**src/rtl/cdnp_pkg.sv**
```systemverilog
// ----------------------------------------------------------------------------
// cdnp_pkg
// shared types and constants of the c declarator name parser
// ----------------------------------------------------------------------------
`timescale 1ns / 1ps
`default_nettype none

package cdnp_pkg;

  localparam int unsigned MaxDims   = 4;   // dimensions recorded per name
  localparam int unsigned DimSlots  = 4;   // dimension fields in a result
  localparam int unsigned CharW     = 8;
  localparam int unsigned DimW      = 16;
  localparam int unsigned StarW     = 8;
  localparam int unsigned DimCntW   = 3;
  localparam int unsigned SizeW     = 32;
  localparam int unsigned OutDataW  = 112; // 108 field bits, padded to bytes

  localparam logic [CharW-1:0] CharNul          = 8'h00;
  localparam logic [CharW-1:0] CharZero         = 8'h30;
  localparam logic [CharW-1:0] CharNine         = 8'h39;
  localparam logic [CharW-1:0] CharOpenBracket  = 8'h5B;
  localparam logic [CharW-1:0] CharCloseBracket = 8'h5D;
  localparam logic [CharW-1:0] CharStar         = 8'h2A;
  localparam logic [CharW-1:0] CharOpenParen    = 8'h28;
  localparam int unsigned      DecimalBase      = 10;

  // one character handed to the parser
  typedef struct packed {
    logic             fire;
    logic [CharW-1:0] ch;
  } cdnp_step_t;

  // summary of one finished name
  typedef struct packed {
    logic                           valid;
    logic [StarW-1:0]               pointer_count;
    logic                           is_function_pointer;
    logic [DimCntW-1:0]             dimension_count;
    logic [SizeW-1:0]               array_size;
    logic [DimSlots-1:0][DimW-1:0]  dims;
  } cdnp_result_t;

endpackage

`default_nettype wire

```
**src/rtl/cdnp_parse.sv**
```systemverilog
// ----------------------------------------------------------------------------
// cdnp_parse
// per-character state update and summary build on the terminator
// ----------------------------------------------------------------------------
`timescale 1ns / 1ps
`default_nettype none

module cdnp_parse (
  input  wire                   clk_i,
  input  wire                   rst_ni,
  input  cdnp_pkg::cdnp_step_t  step_i,
  output cdnp_pkg::cdnp_result_t result_o
);

  logic                                               in_bracket_q, in_bracket_d;
  logic [cdnp_pkg::DimW-1:0]                          acc_q, acc_d;
  logic [cdnp_pkg::StarW-1:0]                         star_q, star_d;
  logic                                               func_q, func_d;
  logic [cdnp_pkg::DimCntW-1:0]                       dim_index_q, dim_index_d;
  logic [cdnp_pkg::DimSlots-1:0][cdnp_pkg::DimW-1:0]  store_q, store_d;
  logic [cdnp_pkg::SizeW-1:0]                         size_q, size_d;

  logic                                               is_digit;
  logic [3:0]                                         digit_val;
  logic [cdnp_pkg::DimW+3:0]                          acc_mul;
  logic [cdnp_pkg::DimW-1:0]                          acc_next;
  logic                                               can_record;
  logic [cdnp_pkg::SizeW+cdnp_pkg::DimW-1:0]          prod;
  logic [cdnp_pkg::SizeW-1:0]                         close_size;
  logic [cdnp_pkg::DimSlots-1:0][cdnp_pkg::DimW-1:0]  close_store;
  logic [cdnp_pkg::DimCntW-1:0]                       close_index;

  // digit accumulate, saturating at the top of the dimension range
  assign is_digit  = (step_i.ch >= cdnp_pkg::CharZero) && (step_i.ch <= cdnp_pkg::CharNine);
  assign digit_val = step_i.ch[3:0] - cdnp_pkg::CharZero[3:0];
  assign acc_mul   = ({4'd0, acc_q} * (cdnp_pkg::DimW+4)'(cdnp_pkg::DecimalBase))
                   + {{cdnp_pkg::DimW{1'b0}}, digit_val};
  assign acc_next  = (|acc_mul[cdnp_pkg::DimW+3:cdnp_pkg::DimW]) ? '1
                                                                  : acc_mul[cdnp_pkg::DimW-1:0];

  // closing a bracket: record dimension and fold it into the size
  assign can_record = dim_index_q < cdnp_pkg::DimCntW'(cdnp_pkg::MaxDims);
  assign prod       = (cdnp_pkg::SizeW+cdnp_pkg::DimW)'(size_q)
                    * (cdnp_pkg::SizeW+cdnp_pkg::DimW)'(acc_q);

  always_comb begin
    close_store = store_q;
    for (int i = 0; i < int'(cdnp_pkg::DimSlots); i++) begin
      if (can_record && (dim_index_q == cdnp_pkg::DimCntW'(i))) begin
        close_store[i] = acc_q;
      end
    end
    if (can_record) begin
      close_size  = (|prod[cdnp_pkg::SizeW+cdnp_pkg::DimW-1:cdnp_pkg::SizeW]) ? '1
                                                               : prod[cdnp_pkg::SizeW-1:0];
      close_index = dim_index_q + cdnp_pkg::DimCntW'(1);
    end else begin
      close_size  = size_q;
      close_index = dim_index_q;
    end
  end

  always_comb begin
    in_bracket_d = in_bracket_q;
    acc_d        = acc_q;
    star_d       = star_q;
    func_d       = func_q;
    dim_index_d  = dim_index_q;
    store_d      = store_q;
    size_d       = size_q;

    result_o                     = '0;
    result_o.pointer_count       = star_q;
    result_o.is_function_pointer = func_q;
    if (in_bracket_q) begin
      // open bracket at the end is closed first
      result_o.dimension_count = close_index;
      result_o.array_size      = close_size;
      result_o.dims            = close_store;
    end else begin
      result_o.dimension_count = dim_index_q;
      result_o.array_size      = size_q;
      result_o.dims            = store_q;
    end

    if (step_i.fire) begin
      if (step_i.ch == cdnp_pkg::CharNul) begin
        result_o.valid = 1'b1;
        in_bracket_d   = 1'b0;
        acc_d          = '0;
        star_d         = '0;
        func_d         = 1'b0;
        dim_index_d    = '0;
        store_d        = '0;
        size_d         = cdnp_pkg::SizeW'(1);
      end else if (in_bracket_q) begin
        if (step_i.ch == cdnp_pkg::CharCloseBracket) begin
          in_bracket_d = 1'b0;
          acc_d        = '0;
          dim_index_d  = close_index;
          store_d      = close_store;
          size_d       = close_size;
        end else if (is_digit) begin
          acc_d = acc_next;
        end
      end else if (step_i.ch == cdnp_pkg::CharStar) begin
        if (star_q != '1) begin
          star_d = star_q + cdnp_pkg::StarW'(1);
        end
      end else if (step_i.ch == cdnp_pkg::CharOpenParen) begin
        func_d = 1'b1;
      end else if (step_i.ch == cdnp_pkg::CharOpenBracket) begin
        in_bracket_d = 1'b1;
        acc_d        = '0;
      end
    end
  end

  always_ff @(posedge clk_i or negedge rst_ni) begin
    if (!rst_ni) begin
      in_bracket_q <= 1'b0;
      acc_q        <= '0;
      star_q       <= '0;
      func_q       <= 1'b0;
      dim_index_q  <= '0;
      store_q      <= '0;
      size_q       <= cdnp_pkg::SizeW'(1);
    end else begin
      in_bracket_q <= in_bracket_d;
      acc_q        <= acc_d;
      star_q       <= star_d;
      func_q       <= func_d;
      dim_index_q  <= dim_index_d;
      store_q      <= store_d;
      size_q       <= size_d;
    end
  end

  // state is back to reset after a name ends
  assert property (@(posedge clk_i) disable iff (!rst_ni)
    (step_i.fire && (step_i.ch == cdnp_pkg::CharNul)) |=>
      (star_q == '0) && (dim_index_q == '0) && !in_bracket_q && (acc_q == '0)
      && (size_q == cdnp_pkg::SizeW'(1)) && !func_q)
    else $error("parser state not cleared after terminator");

  assert property (@(posedge clk_i) disable iff (!rst_ni)
    dim_index_q <= cdnp_pkg::DimCntW'(cdnp_pkg::MaxDims))
    else $error("dimension index beyond limit");

endmodule

`default_nettype wire

```
**src/rtl/cdnp_out_buf.sv**
```systemverilog
// ----------------------------------------------------------------------------
// cdnp_out_buf
// result register with stream handshake and field packing
// ----------------------------------------------------------------------------
`timescale 1ns / 1ps
`default_nettype none

module cdnp_out_buf (
  input  wire                               clk_i,
  input  wire                               rst_ni,
  input  cdnp_pkg::cdnp_result_t            result_i,
  output logic                              free_o,
  output logic                              m_axis_tvalid,
  input  wire                               m_axis_tready,
  output logic [cdnp_pkg::OutDataW-1:0]     m_axis_tdata
);

  logic                          valid_q, valid_d;
  logic [cdnp_pkg::OutDataW-1:0] data_q, data_d;

  // slot can take a new result when empty or drained this cycle
  assign free_o = !valid_q || m_axis_tready;

  always_comb begin
    valid_d = valid_q;
    data_d  = data_q;
    if (result_i.valid) begin
      valid_d = 1'b1;
      data_d  = {4'd0,
                 result_i.dims[3], result_i.dims[2], result_i.dims[1], result_i.dims[0],
                 result_i.array_size, result_i.dimension_count,
                 result_i.is_function_pointer, result_i.pointer_count};
    end else if (m_axis_tready) begin
      valid_d = 1'b0;
    end
  end

  always_ff @(posedge clk_i or negedge rst_ni) begin
    if (!rst_ni) begin
      valid_q <= 1'b0;
    end else begin
      valid_q <= valid_d;
    end
  end

  always_ff @(posedge clk_i) begin
    data_q <= data_d;
  end

  assign m_axis_tvalid = valid_q;
  assign m_axis_tdata  = data_q;

endmodule

`default_nettype wire

```
**src/rtl/c_declarator_name_parser_core.sv**
```systemverilog
// ----------------------------------------------------------------------------
// c_declarator_name_parser_core
// streaming parser for c member declarator names
// ----------------------------------------------------------------------------
// Takes one character of a declarator name such as "*next[4][8]" per beat and
// sustains one beat per clock. A zero byte ends the name and yields one
// summary beat: pointer level, function-pointer flag, dimension count, the
// saturating product of the dimensions and the first four dimensions. The
// summary passes through the input register and then the result register.
// Input is only held back when a terminator sits in the input register
// while the result register still holds a summary that has not been taken;
// ordinary characters produce no output and keep flowing even under output
// backpressure.
// ----------------------------------------------------------------------------
`timescale 1ns / 1ps
`default_nettype none

module c_declarator_name_parser_core (
  input  wire                               clk_i,
  input  wire                               rst_ni,
  // input stream, tdata: char_in [7:0]
  input  wire                               s_axis_tvalid,
  output logic                              s_axis_tready,
  input  wire  [cdnp_pkg::CharW-1:0]        s_axis_tdata,
  // output stream, tdata: pointer_count [7:0], is_function_pointer [8],
  // dimension_count [11:9], array_size [43:12], dim_first [59:44],
  // dim_second [75:60], dim_third [91:76], dim_fourth [107:92], zero pad
  output logic                              m_axis_tvalid,
  input  wire                               m_axis_tready,
  output logic [cdnp_pkg::OutDataW-1:0]     m_axis_tdata
);

  // input register
  logic                          in_valid_q, in_valid_d;
  logic [cdnp_pkg::CharW-1:0]    in_char_q, in_char_d;

  logic                          out_free;
  logic                          take;
  cdnp_pkg::cdnp_step_t          step;
  cdnp_pkg::cdnp_result_t        result;

  // a held character moves on unless it is a terminator facing a full slot
  assign take          = (in_char_q != cdnp_pkg::CharNul) || out_free;
  assign s_axis_tready = !in_valid_q || take;

  assign step.fire = in_valid_q && take;
  assign step.ch   = in_char_q;

  always_comb begin
    in_valid_d = in_valid_q;
    in_char_d  = in_char_q;
    if (s_axis_tvalid && s_axis_tready) begin
      in_valid_d = 1'b1;
      in_char_d  = s_axis_tdata;
    end else if (step.fire) begin
      in_valid_d = 1'b0;
    end
  end

  always_ff @(posedge clk_i or negedge rst_ni) begin
    if (!rst_ni) begin
      in_valid_q <= 1'b0;
    end else begin
      in_valid_q <= in_valid_d;
    end
  end

  always_ff @(posedge clk_i) begin
    in_char_q <= in_char_d;
  end

  // character state update and summary build
  cdnp_parse u_parse (
    .clk_i    (clk_i),
    .rst_ni   (rst_ni),
    .step_i   (step),
    .result_o (result)
  );

  // result register toward the output stream
  cdnp_out_buf u_out_buf (
    .clk_i         (clk_i),
    .rst_ni        (rst_ni),
    .result_i      (result),
    .free_o        (out_free),
    .m_axis_tvalid (m_axis_tvalid),
    .m_axis_tready (m_axis_tready),
    .m_axis_tdata  (m_axis_tdata)
  );

  // summaries only come from a terminator, and only into a free slot
  assert property (@(posedge clk_i) disable iff (!rst_ni)
    result.valid |-> (in_char_q == cdnp_pkg::CharNul) && out_free)
    else $error("summary built without terminator or free slot");

  // a blocked terminator waits in the input register
  assert property (@(posedge clk_i) disable iff (!rst_ni)
    (in_valid_q && (in_char_q == cdnp_pkg::CharNul) && !out_free) |=>
      in_valid_q && (in_char_q == cdnp_pkg::CharNul))
    else $error("blocked terminator lost");

  // backpressure on the input only comes from a held terminator
  assert property (@(posedge clk_i) disable iff (!rst_ni)
    !s_axis_tready |-> in_valid_q && (in_char_q == cdnp_pkg::CharNul))
    else $error("input stalled without a pending terminator");

endmodule

`default_nettype wire
```
**config.mk**
```make
export PLATFORM = sky130hd
export DESIGN_NAME = c_declarator_name_parser_core
export DESIGN_NICKNAME = d
export VERILOG_FILES = /design/src/rtl/cdnp_pkg.sv /design/src/rtl/cdnp_parse.sv /design/src/rtl/cdnp_out_buf.sv /design/src/rtl/c_declarator_name_parser_core.sv
export SDC_FILE = /design/constraint.sdc
export NUM_CORES = 2
export LEC_CHECK = 0
export BUFFER_PORTS_ARGS = -buffer_cell sky130_fd_sc_hd__buf_2
export CAP_MARGIN = 10
export CORE_MARGIN = 2
export CORE_UTILIZATION = 64
export CTS_CLUSTER_DIAMETER = 200
export DETAILED_ROUTE_END_ITERATION = 6
export PLACE_DENSITY_LB_ADDON = 0.1
export RECOVER_POWER = 25
export SETUP_SLACK_MARGIN = 0.02
export SLEW_MARGIN = 30
export SYNTH_ARGS = -nofsm -noshare
export SYNTH_HDL_FRONTEND = slang
export SYNTH_SLANG_ARGS = --single-unit
```
**constraint.sdc**
```tcl
create_clock -name clk_i -period 7.95 [get_ports clk_i]
set_input_delay 0.795 -clock clk_i [delete_from_list [all_inputs] [get_ports clk_i]]
set_output_delay 0.795 -clock clk_i [all_outputs]
set_load 0.02 [all_outputs]
```
# --- After elaboration in Yosys (flattened, before gate mapping) ---
# Cells that the tools add are included.
word_totals:
  register_bits: 243
  inputBits: 12
  word_cells: 109
op_classes:
  add_sub_neg: 3
  multipliers: 2
  n_lt_le_gt_ge: 3
  eq_ne: 13
  mux: 45
  n_reduce_logical: 29
ops:
  columns: ["operator", "n"]
  rows:
  - ["two-way mux 16 bit", 12]
  - ["two-way mux 64 bit", 3]
  - ["two-way mux 32 bit", 5]
  - ["two-way mux 99 bit", 1]
  - ["multiplier 32 x 16 -> 48 bit", 1]
  - ["two-way mux 8 bit", 4]
  - ["adder 20 x 4 -> 20 bit", 1]
  - ["multiplier 16 x 3 -> 19 bit, second input constant", 1]
  - ["== test 8 x 6 -> 1 bit, second input constant", 2]
  - ["== test 8 x 7 -> 1 bit, second input constant", 2]
  - ["two-way mux 1 bit", 16]
  - ["OR reduction 16 bit", 1]
  - ["nonzero test 2 bit", 7]
  - ["two-way mux 3 bit", 4]
  - ["adder 8 x 1 -> 8 bit, second input constant", 1]
  - ["greater-or-equal comparator 8 x 6 -> 1 bit, second input constant", 1]
  - ["<= comparator 8 x 6 -> 1 bit, second input constant", 1]
  - ["logical NOT 8 bit", 1]
  - ["!= test 8 bit, second input constant", 1]
  - ["AND reduction 4 bit", 2]
  - ["nonzero test 8 bit", 1]
  - ["logical AND 1 bit", 7]
  - ["== test 3 x 2 -> 1 bit, second input constant", 2]
  - ["!= test 3 x 1 -> 1 bit, second input constant", 2]
  - ["other kinds (13)", 16]

# --- Longest topological paths before layout ---
logic_depth:
  ltp_word: 8
  mapped_depth: 29
  ltp_nobuf: 24

# --- By module ---
# Synthesis repeated with hierarchy kept, for this count alone.
unflattened:
  cells_unflattened: 2996
  area_unflattened_um2: 28531.1
modules_own_cells:
  columns: ["mod", "n_inst", "cells_each", "area_per_inst_um2", "seq_area_each_um2"]
  rows:
  - ["cdnp_parse", 1, 2861, 24871.4, 3129.3]
  - ["cdnp_out_buf", 1, 116, 3324.4, 3268.1]
  - ["c_declarator_name_parser_core", 1, 19, 335.3, 265.3]

# --- Worst setup path before layout ---
# Ideal clock, no wire load.
synth_timing:
  path_type: "reg2reg"
  start: "reg u_parse.acc_q[1] in the netlist's numbering"
  end: "reg u_out_buf.data_q, in the netlist u_out_buf.m_axis_tdata[36] (data pin)"
  setup_ps: 260
  t_arrival_ps: 6987
  t_required_ps: 7690
  path_slack_ps: 702
  stages_incl_launch_ff: 27
  path_cell_list: "dfrtp_1 clkbuf_1 clkbuf_1 nand2_1 fa_1 fa_1 fa_1 inv_1 fa_1 fa_1 inv_1 fa_1 inv_1 ha_1 buf_2 nand4_1 nor4_1 a32oi_2 a31oi_4 a21boi_2 xnor2_1 a2111oi_2 nand4_1 or4b_1 buf_2 nand2b_4 mux2_4"
synth_rtl:
  columns: ["element", "line", "text"]
  rows:
  - ["from (decl)", "cdnp_parse.sv:16", "logic [cdnp_pkg::DimW-1:0] acc_q, acc_d;"]
  - ["from (signal assigned)", "cdnp_parse.sv:122", "acc_q <= '0;"]
  - ["from (signal assigned)", "cdnp_parse.sv:130", "acc_q <= acc_d;"]
  - ["to (signal assigned)", "cdnp_out_buf.sv:47", "data_q <= data_d;"]
  - ["to (decl)", "cdnp_out_buf.sv:19", "logic [cdnp_pkg::OutDataW-1:0] data_q, data_d;"]

==> metrics.txt <==
# TYPE chip_impl_metric gauge
chip_impl_info{name="run_status",value="finished with violations"} 1
chip_impl_info{name="violations",value="max-capacitance violations, max-slew violations"} 1
chip_impl_info{name="critical_path_class",value="register to register"} 1
chip_impl_metric{name="first_global_vias",unit=""} 21620
chip_impl_metric{name="asyncSetResetFlopFracSynth",unit="%"} 52.26
chip_impl_info{name="yosys-top-cells-area",value="fa_1 30%, edfxtp_1 13%, dfrtp_1 11%"} 1
chip_impl_metric{name="drv_cap",unit=""} 1
chip_impl_metric{name="totalWireLength",unit="um"} 73350
chip_impl_metric{name="drt_first_iter_violations",unit=""} 1548
chip_impl_info{name="startpoint_type",value="register"} 1
chip_impl_metric{name="cp_max_fo",unit=""} 16
chip_impl_metric{name="power.leakage",unit="nW"} 14.23
chip_impl_metric{name="yosysWarningCount",unit=""} 0
chip_impl_info{name="synth_largest_area_cell",value="fa_1"} 1
chip_impl_metric{name="worst_pin_slew",unit="ns"} 3.836
chip_impl_metric{name="rows",unit=""} 76
chip_impl_metric{name="slew-limit-headroom",unit="%"} -155.7
chip_impl_metric{name="synthToLayoutAreaGrowth",unit="%"} 10.35
chip_impl_metric{name="netlist.area_leader.share",unit="%"} 30.30
chip_impl_metric{name="hpwl",unit="um"} 55460
chip_impl_metric{name="die_area",unit="um^2"} 45040
chip_impl_metric{name="fin_nets",unit=""} 3605
chip_impl_metric{name="max_freq",unit="MHz"} 129.0
chip_impl_info{name="rr_startpoint",value="u_parse.acc_q[4]"} 1
chip_impl_metric{name="grt_max_degree",unit=""} 75
chip_impl_metric{name="powerDensity",unit="nW/um^2"} 151.0
chip_impl_metric{name="finalCriticalPeriod",unit="ns"} 7.755
chip_impl_metric{name="clk_latency",unit="ns"} 0.59
chip_impl_metric{name="timing.clock.skew",unit="ns"} 0.03676
chip_impl_metric{name="finish.instance_area",unit="um^2"} 30620
chip_impl_metric{name="ys_types",unit=""} 76
chip_impl_metric{name="number_of_antenna_violations_at_the_first_check_in_global_routing",unit=""} 0
chip_impl_metric{name="initial_core_util",unit="%"} 64.57
chip_impl_metric{name="total_power",unit="mW"} 4.624
chip_impl_metric{name="utilization",unit="%"} 71.25
chip_impl_info{name="worst_min_path_class",value="primary input to register"} 1
chip_impl_metric{name="detail_route.wl_per_cell",unit="um"} 20.23
chip_impl_metric{name="fill_cell_instance_count_of_the_final_layout",unit=""} 3241
chip_impl_metric{name="detail-route-antenna-nets",unit=""} 0
chip_impl_metric{name="fp.dieW",unit="um"} 212.2
chip_impl_metric{name="num_vias",unit=""} 20860
chip_impl_metric{name="worstPathRequired",unit="ns"} 8.21
chip_impl_metric{name="cts.hold.buffers_added",unit=""} 0
chip_impl_metric{name="avgSynthCellArea",unit="um^2"} 9.514
chip_impl_metric{name="final_hold_viol_count",unit=""} 0
chip_impl_metric{name="design.core.area",unit="um^2"} 42980
chip_impl_metric{name="layout-drive-gt1-share",unit="%"} 14.08
chip_impl_metric{name="detail_route.first_pass.iterations",unit=""} 6
chip_impl_metric{name="fp.dieH",unit="um"} 212.2
chip_impl_metric{name="synthCells",unit=""} 2917
chip_impl_metric{name="routabilityCongestion",unit=""} 0.9601
chip_impl_info{name="timing.critical_path.to_type",value="register"} 1
chip_impl_metric{name="port_buffers",unit=""} 121
chip_impl_metric{name="antennaDiodeCount",unit=""} 0
chip_impl_metric{name="synth-edff-count",unit=""} 116
chip_impl_metric{name="cts_buffers",unit=""} 29
chip_impl_metric{name="grt_first_pass_wirelength",unit="um"} 118300
chip_impl_metric{name="ys_seq_elements",unit=""} 243
chip_impl_metric{name="vdd.ir_drop.worst",unit="mV"} 0.1451
chip_impl_info{name="timing.hold.worst.start",value="s_axis_tdata[4]"} 1
chip_impl_info{name="worst_setup_path_startpoint",value="u_parse.acc_q[4]"} 1
chip_impl_metric{name="count_of_pins_over_their_slew_limit",unit=""} 59
chip_impl_metric{name="overflow",unit=""} 0
chip_impl_metric{name="remaining_drc_errors",unit=""} 0
chip_impl_metric{name="ios",unit=""} 126
chip_impl_metric{name="timing.final.setup_violations",unit=""} 0
chip_impl_metric{name="grt.total_usage",unit="%"} 33.88
chip_impl_info{name="tritoncts",value="built"} 1
chip_impl_metric{name="vias_per_cell",unit=""} 5.755
chip_impl_metric{name="hold_ws",unit="ns"} 0.3907
chip_impl_metric{name="timing.final.crit_share",unit="%"} 97.54
chip_impl_metric{name="synth-seq-area-share",unit="%"} 24.01
chip_impl_metric{name="h-tree-depth",unit=""} 1
chip_impl_metric{name="cts.sinks",unit=""} 243
chip_impl_info{name="root_buffer_cell",value="clkbuf_16"} 1
chip_impl_metric{name="mappedNetlistArea",unit="um^2"} 27750
chip_impl_metric{name="place_area",unit="um^2"} 29390
chip_impl_metric{name="max-clock-path-buffers",unit=""} 3
chip_impl_metric{name="worstPathArrival",unit="ns"} 8.02
chip_impl_info{name="setup_repair_after_global_routing_missed_its_margin",value="no"} 1
chip_impl_metric{name="clkSlewWorstSetupHoldPaths",unit="ns"} 0.07
chip_impl_info{name="ys_dominant_reg_cell",value="dfrtp_1"} 1
## what timing repair did
item | in CTS | in global routing
buffers inserted | 0 | 10
endpoints found under the setup margin | 53 | 63
pin swaps | 0 | 13
gates resized for setup | 2 | 49
## layer usage
metal / up-vias / track usage, % / part of all wire (%)
li1: 9359 / - / -
met2: 916 / 55.06 / 47
met1: 10480 / 47.59 / 42
met3: 112 / 7.075 / 9.3
met5: - / 0 / 0
met4: 0 / 7.017 / 1.9
## registers in the layout (all words and copies together) (netlist names)
register,cells
in_char_q,8
u_parse.acc_q,16
u_parse.dim_index_q,3
u_parse.in_bracket_q,1
u_parse.store_q,64
u_out_buf.m_axis_tdata,108
u_parse.size_q,32
u_out_buf.m_axis_tvalid,1
in_valid_q,1
u_parse.func_q,1
u_parse.star_q,8
## path summary, 6_finish.rpt
check	to	slack, ns	depth (start not counted)
hold reg to reg	u_out_buf.m_axis_tdata[8]	0.46	0
max in group asynchronous	u_parse.size_q[16]	3.97	1
min in group asynchronous	u_parse.size_q[6]	1.53	1
hold / removal	in_char_q[4]	0.39	1
setup reg to reg	u_out_buf.m_axis_tdata[42]	0.20	26
setup / recovery	u_out_buf.m_axis_tdata[42]	0.20	26
## cells in the final DEF (no fill, tap or decap), types with 5 or more instances in the layout
master     netlist  routed
a211oi_1         7       5
a21o_1          24      24
a21oi_1         95      92
a21oi_2          4       5
a221o_1         16      16
a31oi_1         10       9
and2_1         273     273
and3_1          15      14
buf_12           0       9
buf_2            8     116
buf_4            5     115
clkbuf_1       165       8
clkbuf_16        0      29
dfrtp_1        126     106
dfrtp_2          0      19
edfxtp_1       116     116
fa_1           420     420
ha_1           156     149
inv_1          453     452
inv_6            0       5
mux2_2          62      62
nand2_1        444     442
nand2b_1        10      10
nand3_1         44      44
nand4_1         20      20
nor2_1         105     103
nor2b_1         12      11
nor3_1          19      19
nor4_1           7       6
o211ai_1         5       5
o21a_1           9       9
o21ai_0        104     103
o21ai_1         35      34
xnor2_1         41      41
xor2_1          22      22
## per-stage QoR
| stage | setup slack (ns) | TNS, ns | cells |
|---|---|---|---|
| after floorplan | 0.7025 | 0 | 2920 |
| after global placement | 0.08798 | 0 | 3561 |
| after detailed placement | -0.1055 | -2.344 | 3561 |
| after CTS | 0.05825 | 0 | 3615 |
| after global routing | 0.009462 | 0 | 3625 |
| final | 0.1954 | 0 | 3625 |
## cell families after synthesis
group,Yosys count,synth area share [%]
adders and majority gates,576,37.33
other,1,0.01351
DFF,243,24.01
and+or+nand+nor,973,16.86
xor gates and xnor gates,63,1.988
muxes,68,2.768
AOI/OAI and AO/OA,357,8.246
buffers and inverters,636,8.787
## worst max-delay path, cell delays in order, from the launching register on
cell	delay (ns)
dfrtp_4	0.54
buf_4	0.20
and2_1	0.18
fa_1	0.54
inv_1	0.05
fa_1	0.47
fa_1	0.52
inv_1	0.06
fa_1	0.46
fa_1	0.53
inv_1	0.06
fa_1	0.52
inv_1	0.06
ha_2	0.41
and2_1	0.29
nand4_1	0.25
buf_4	0.23
a21boi_1	0.27
nor2_1	0.12
o21a_1	0.20
mux2_2	0.22
nand4_1	0.07
or4b_1	0.57
buf_6	0.19
buf_12	0.17
nor2_1	0.17
a21oi_1	0.09
## area by class of cell
cell class                 instances  area, um^2  share of cell area (%)
timing repair buffer             249        1684                   5.499
multi-input combinational       2041       18810                   61.43
inverter                         453        1705                   5.569
sequential                       243        6690                   21.85
tap                              585       732.0                   2.390
clock buffer                      33       750.7                   2.451
clock inverter                    21       250.2                  0.8171
## report_power, final
group / internal, mW / leakage [nW] / switching, mW / total, mW
clock: 0.820 / 0.485 / 0.582 / 1.40
combinational: 0.628 / 11.0 / 1.09 / 1.72
sequential: 1.39 / 2.78 / 0.108 / 1.50
total: 2.84 / 14.2 / 1.78 / 4.62
## cells in the mapped netlist, drive strengths merged, types with 9 or more instances
cell / count
inv: 453
xor2: 22
a21oi: 99
nand2: 444
nor3: 19
ha: 156
nor2: 105
nand4: 20
a211oi: 9
nand2b: 12
nor2b: 12
a221o: 16
o21a: 9
o21ai: 142
clkbuf: 165
and3: 15
dfrtp: 126
nand3: 44
a21o: 24
and2: 277
mux2: 64
edfxtp: 116
a31oi: 12
xnor2: 41
fa: 420
buf: 18
No activity file was read; power rests on OpenSTA's default activity.
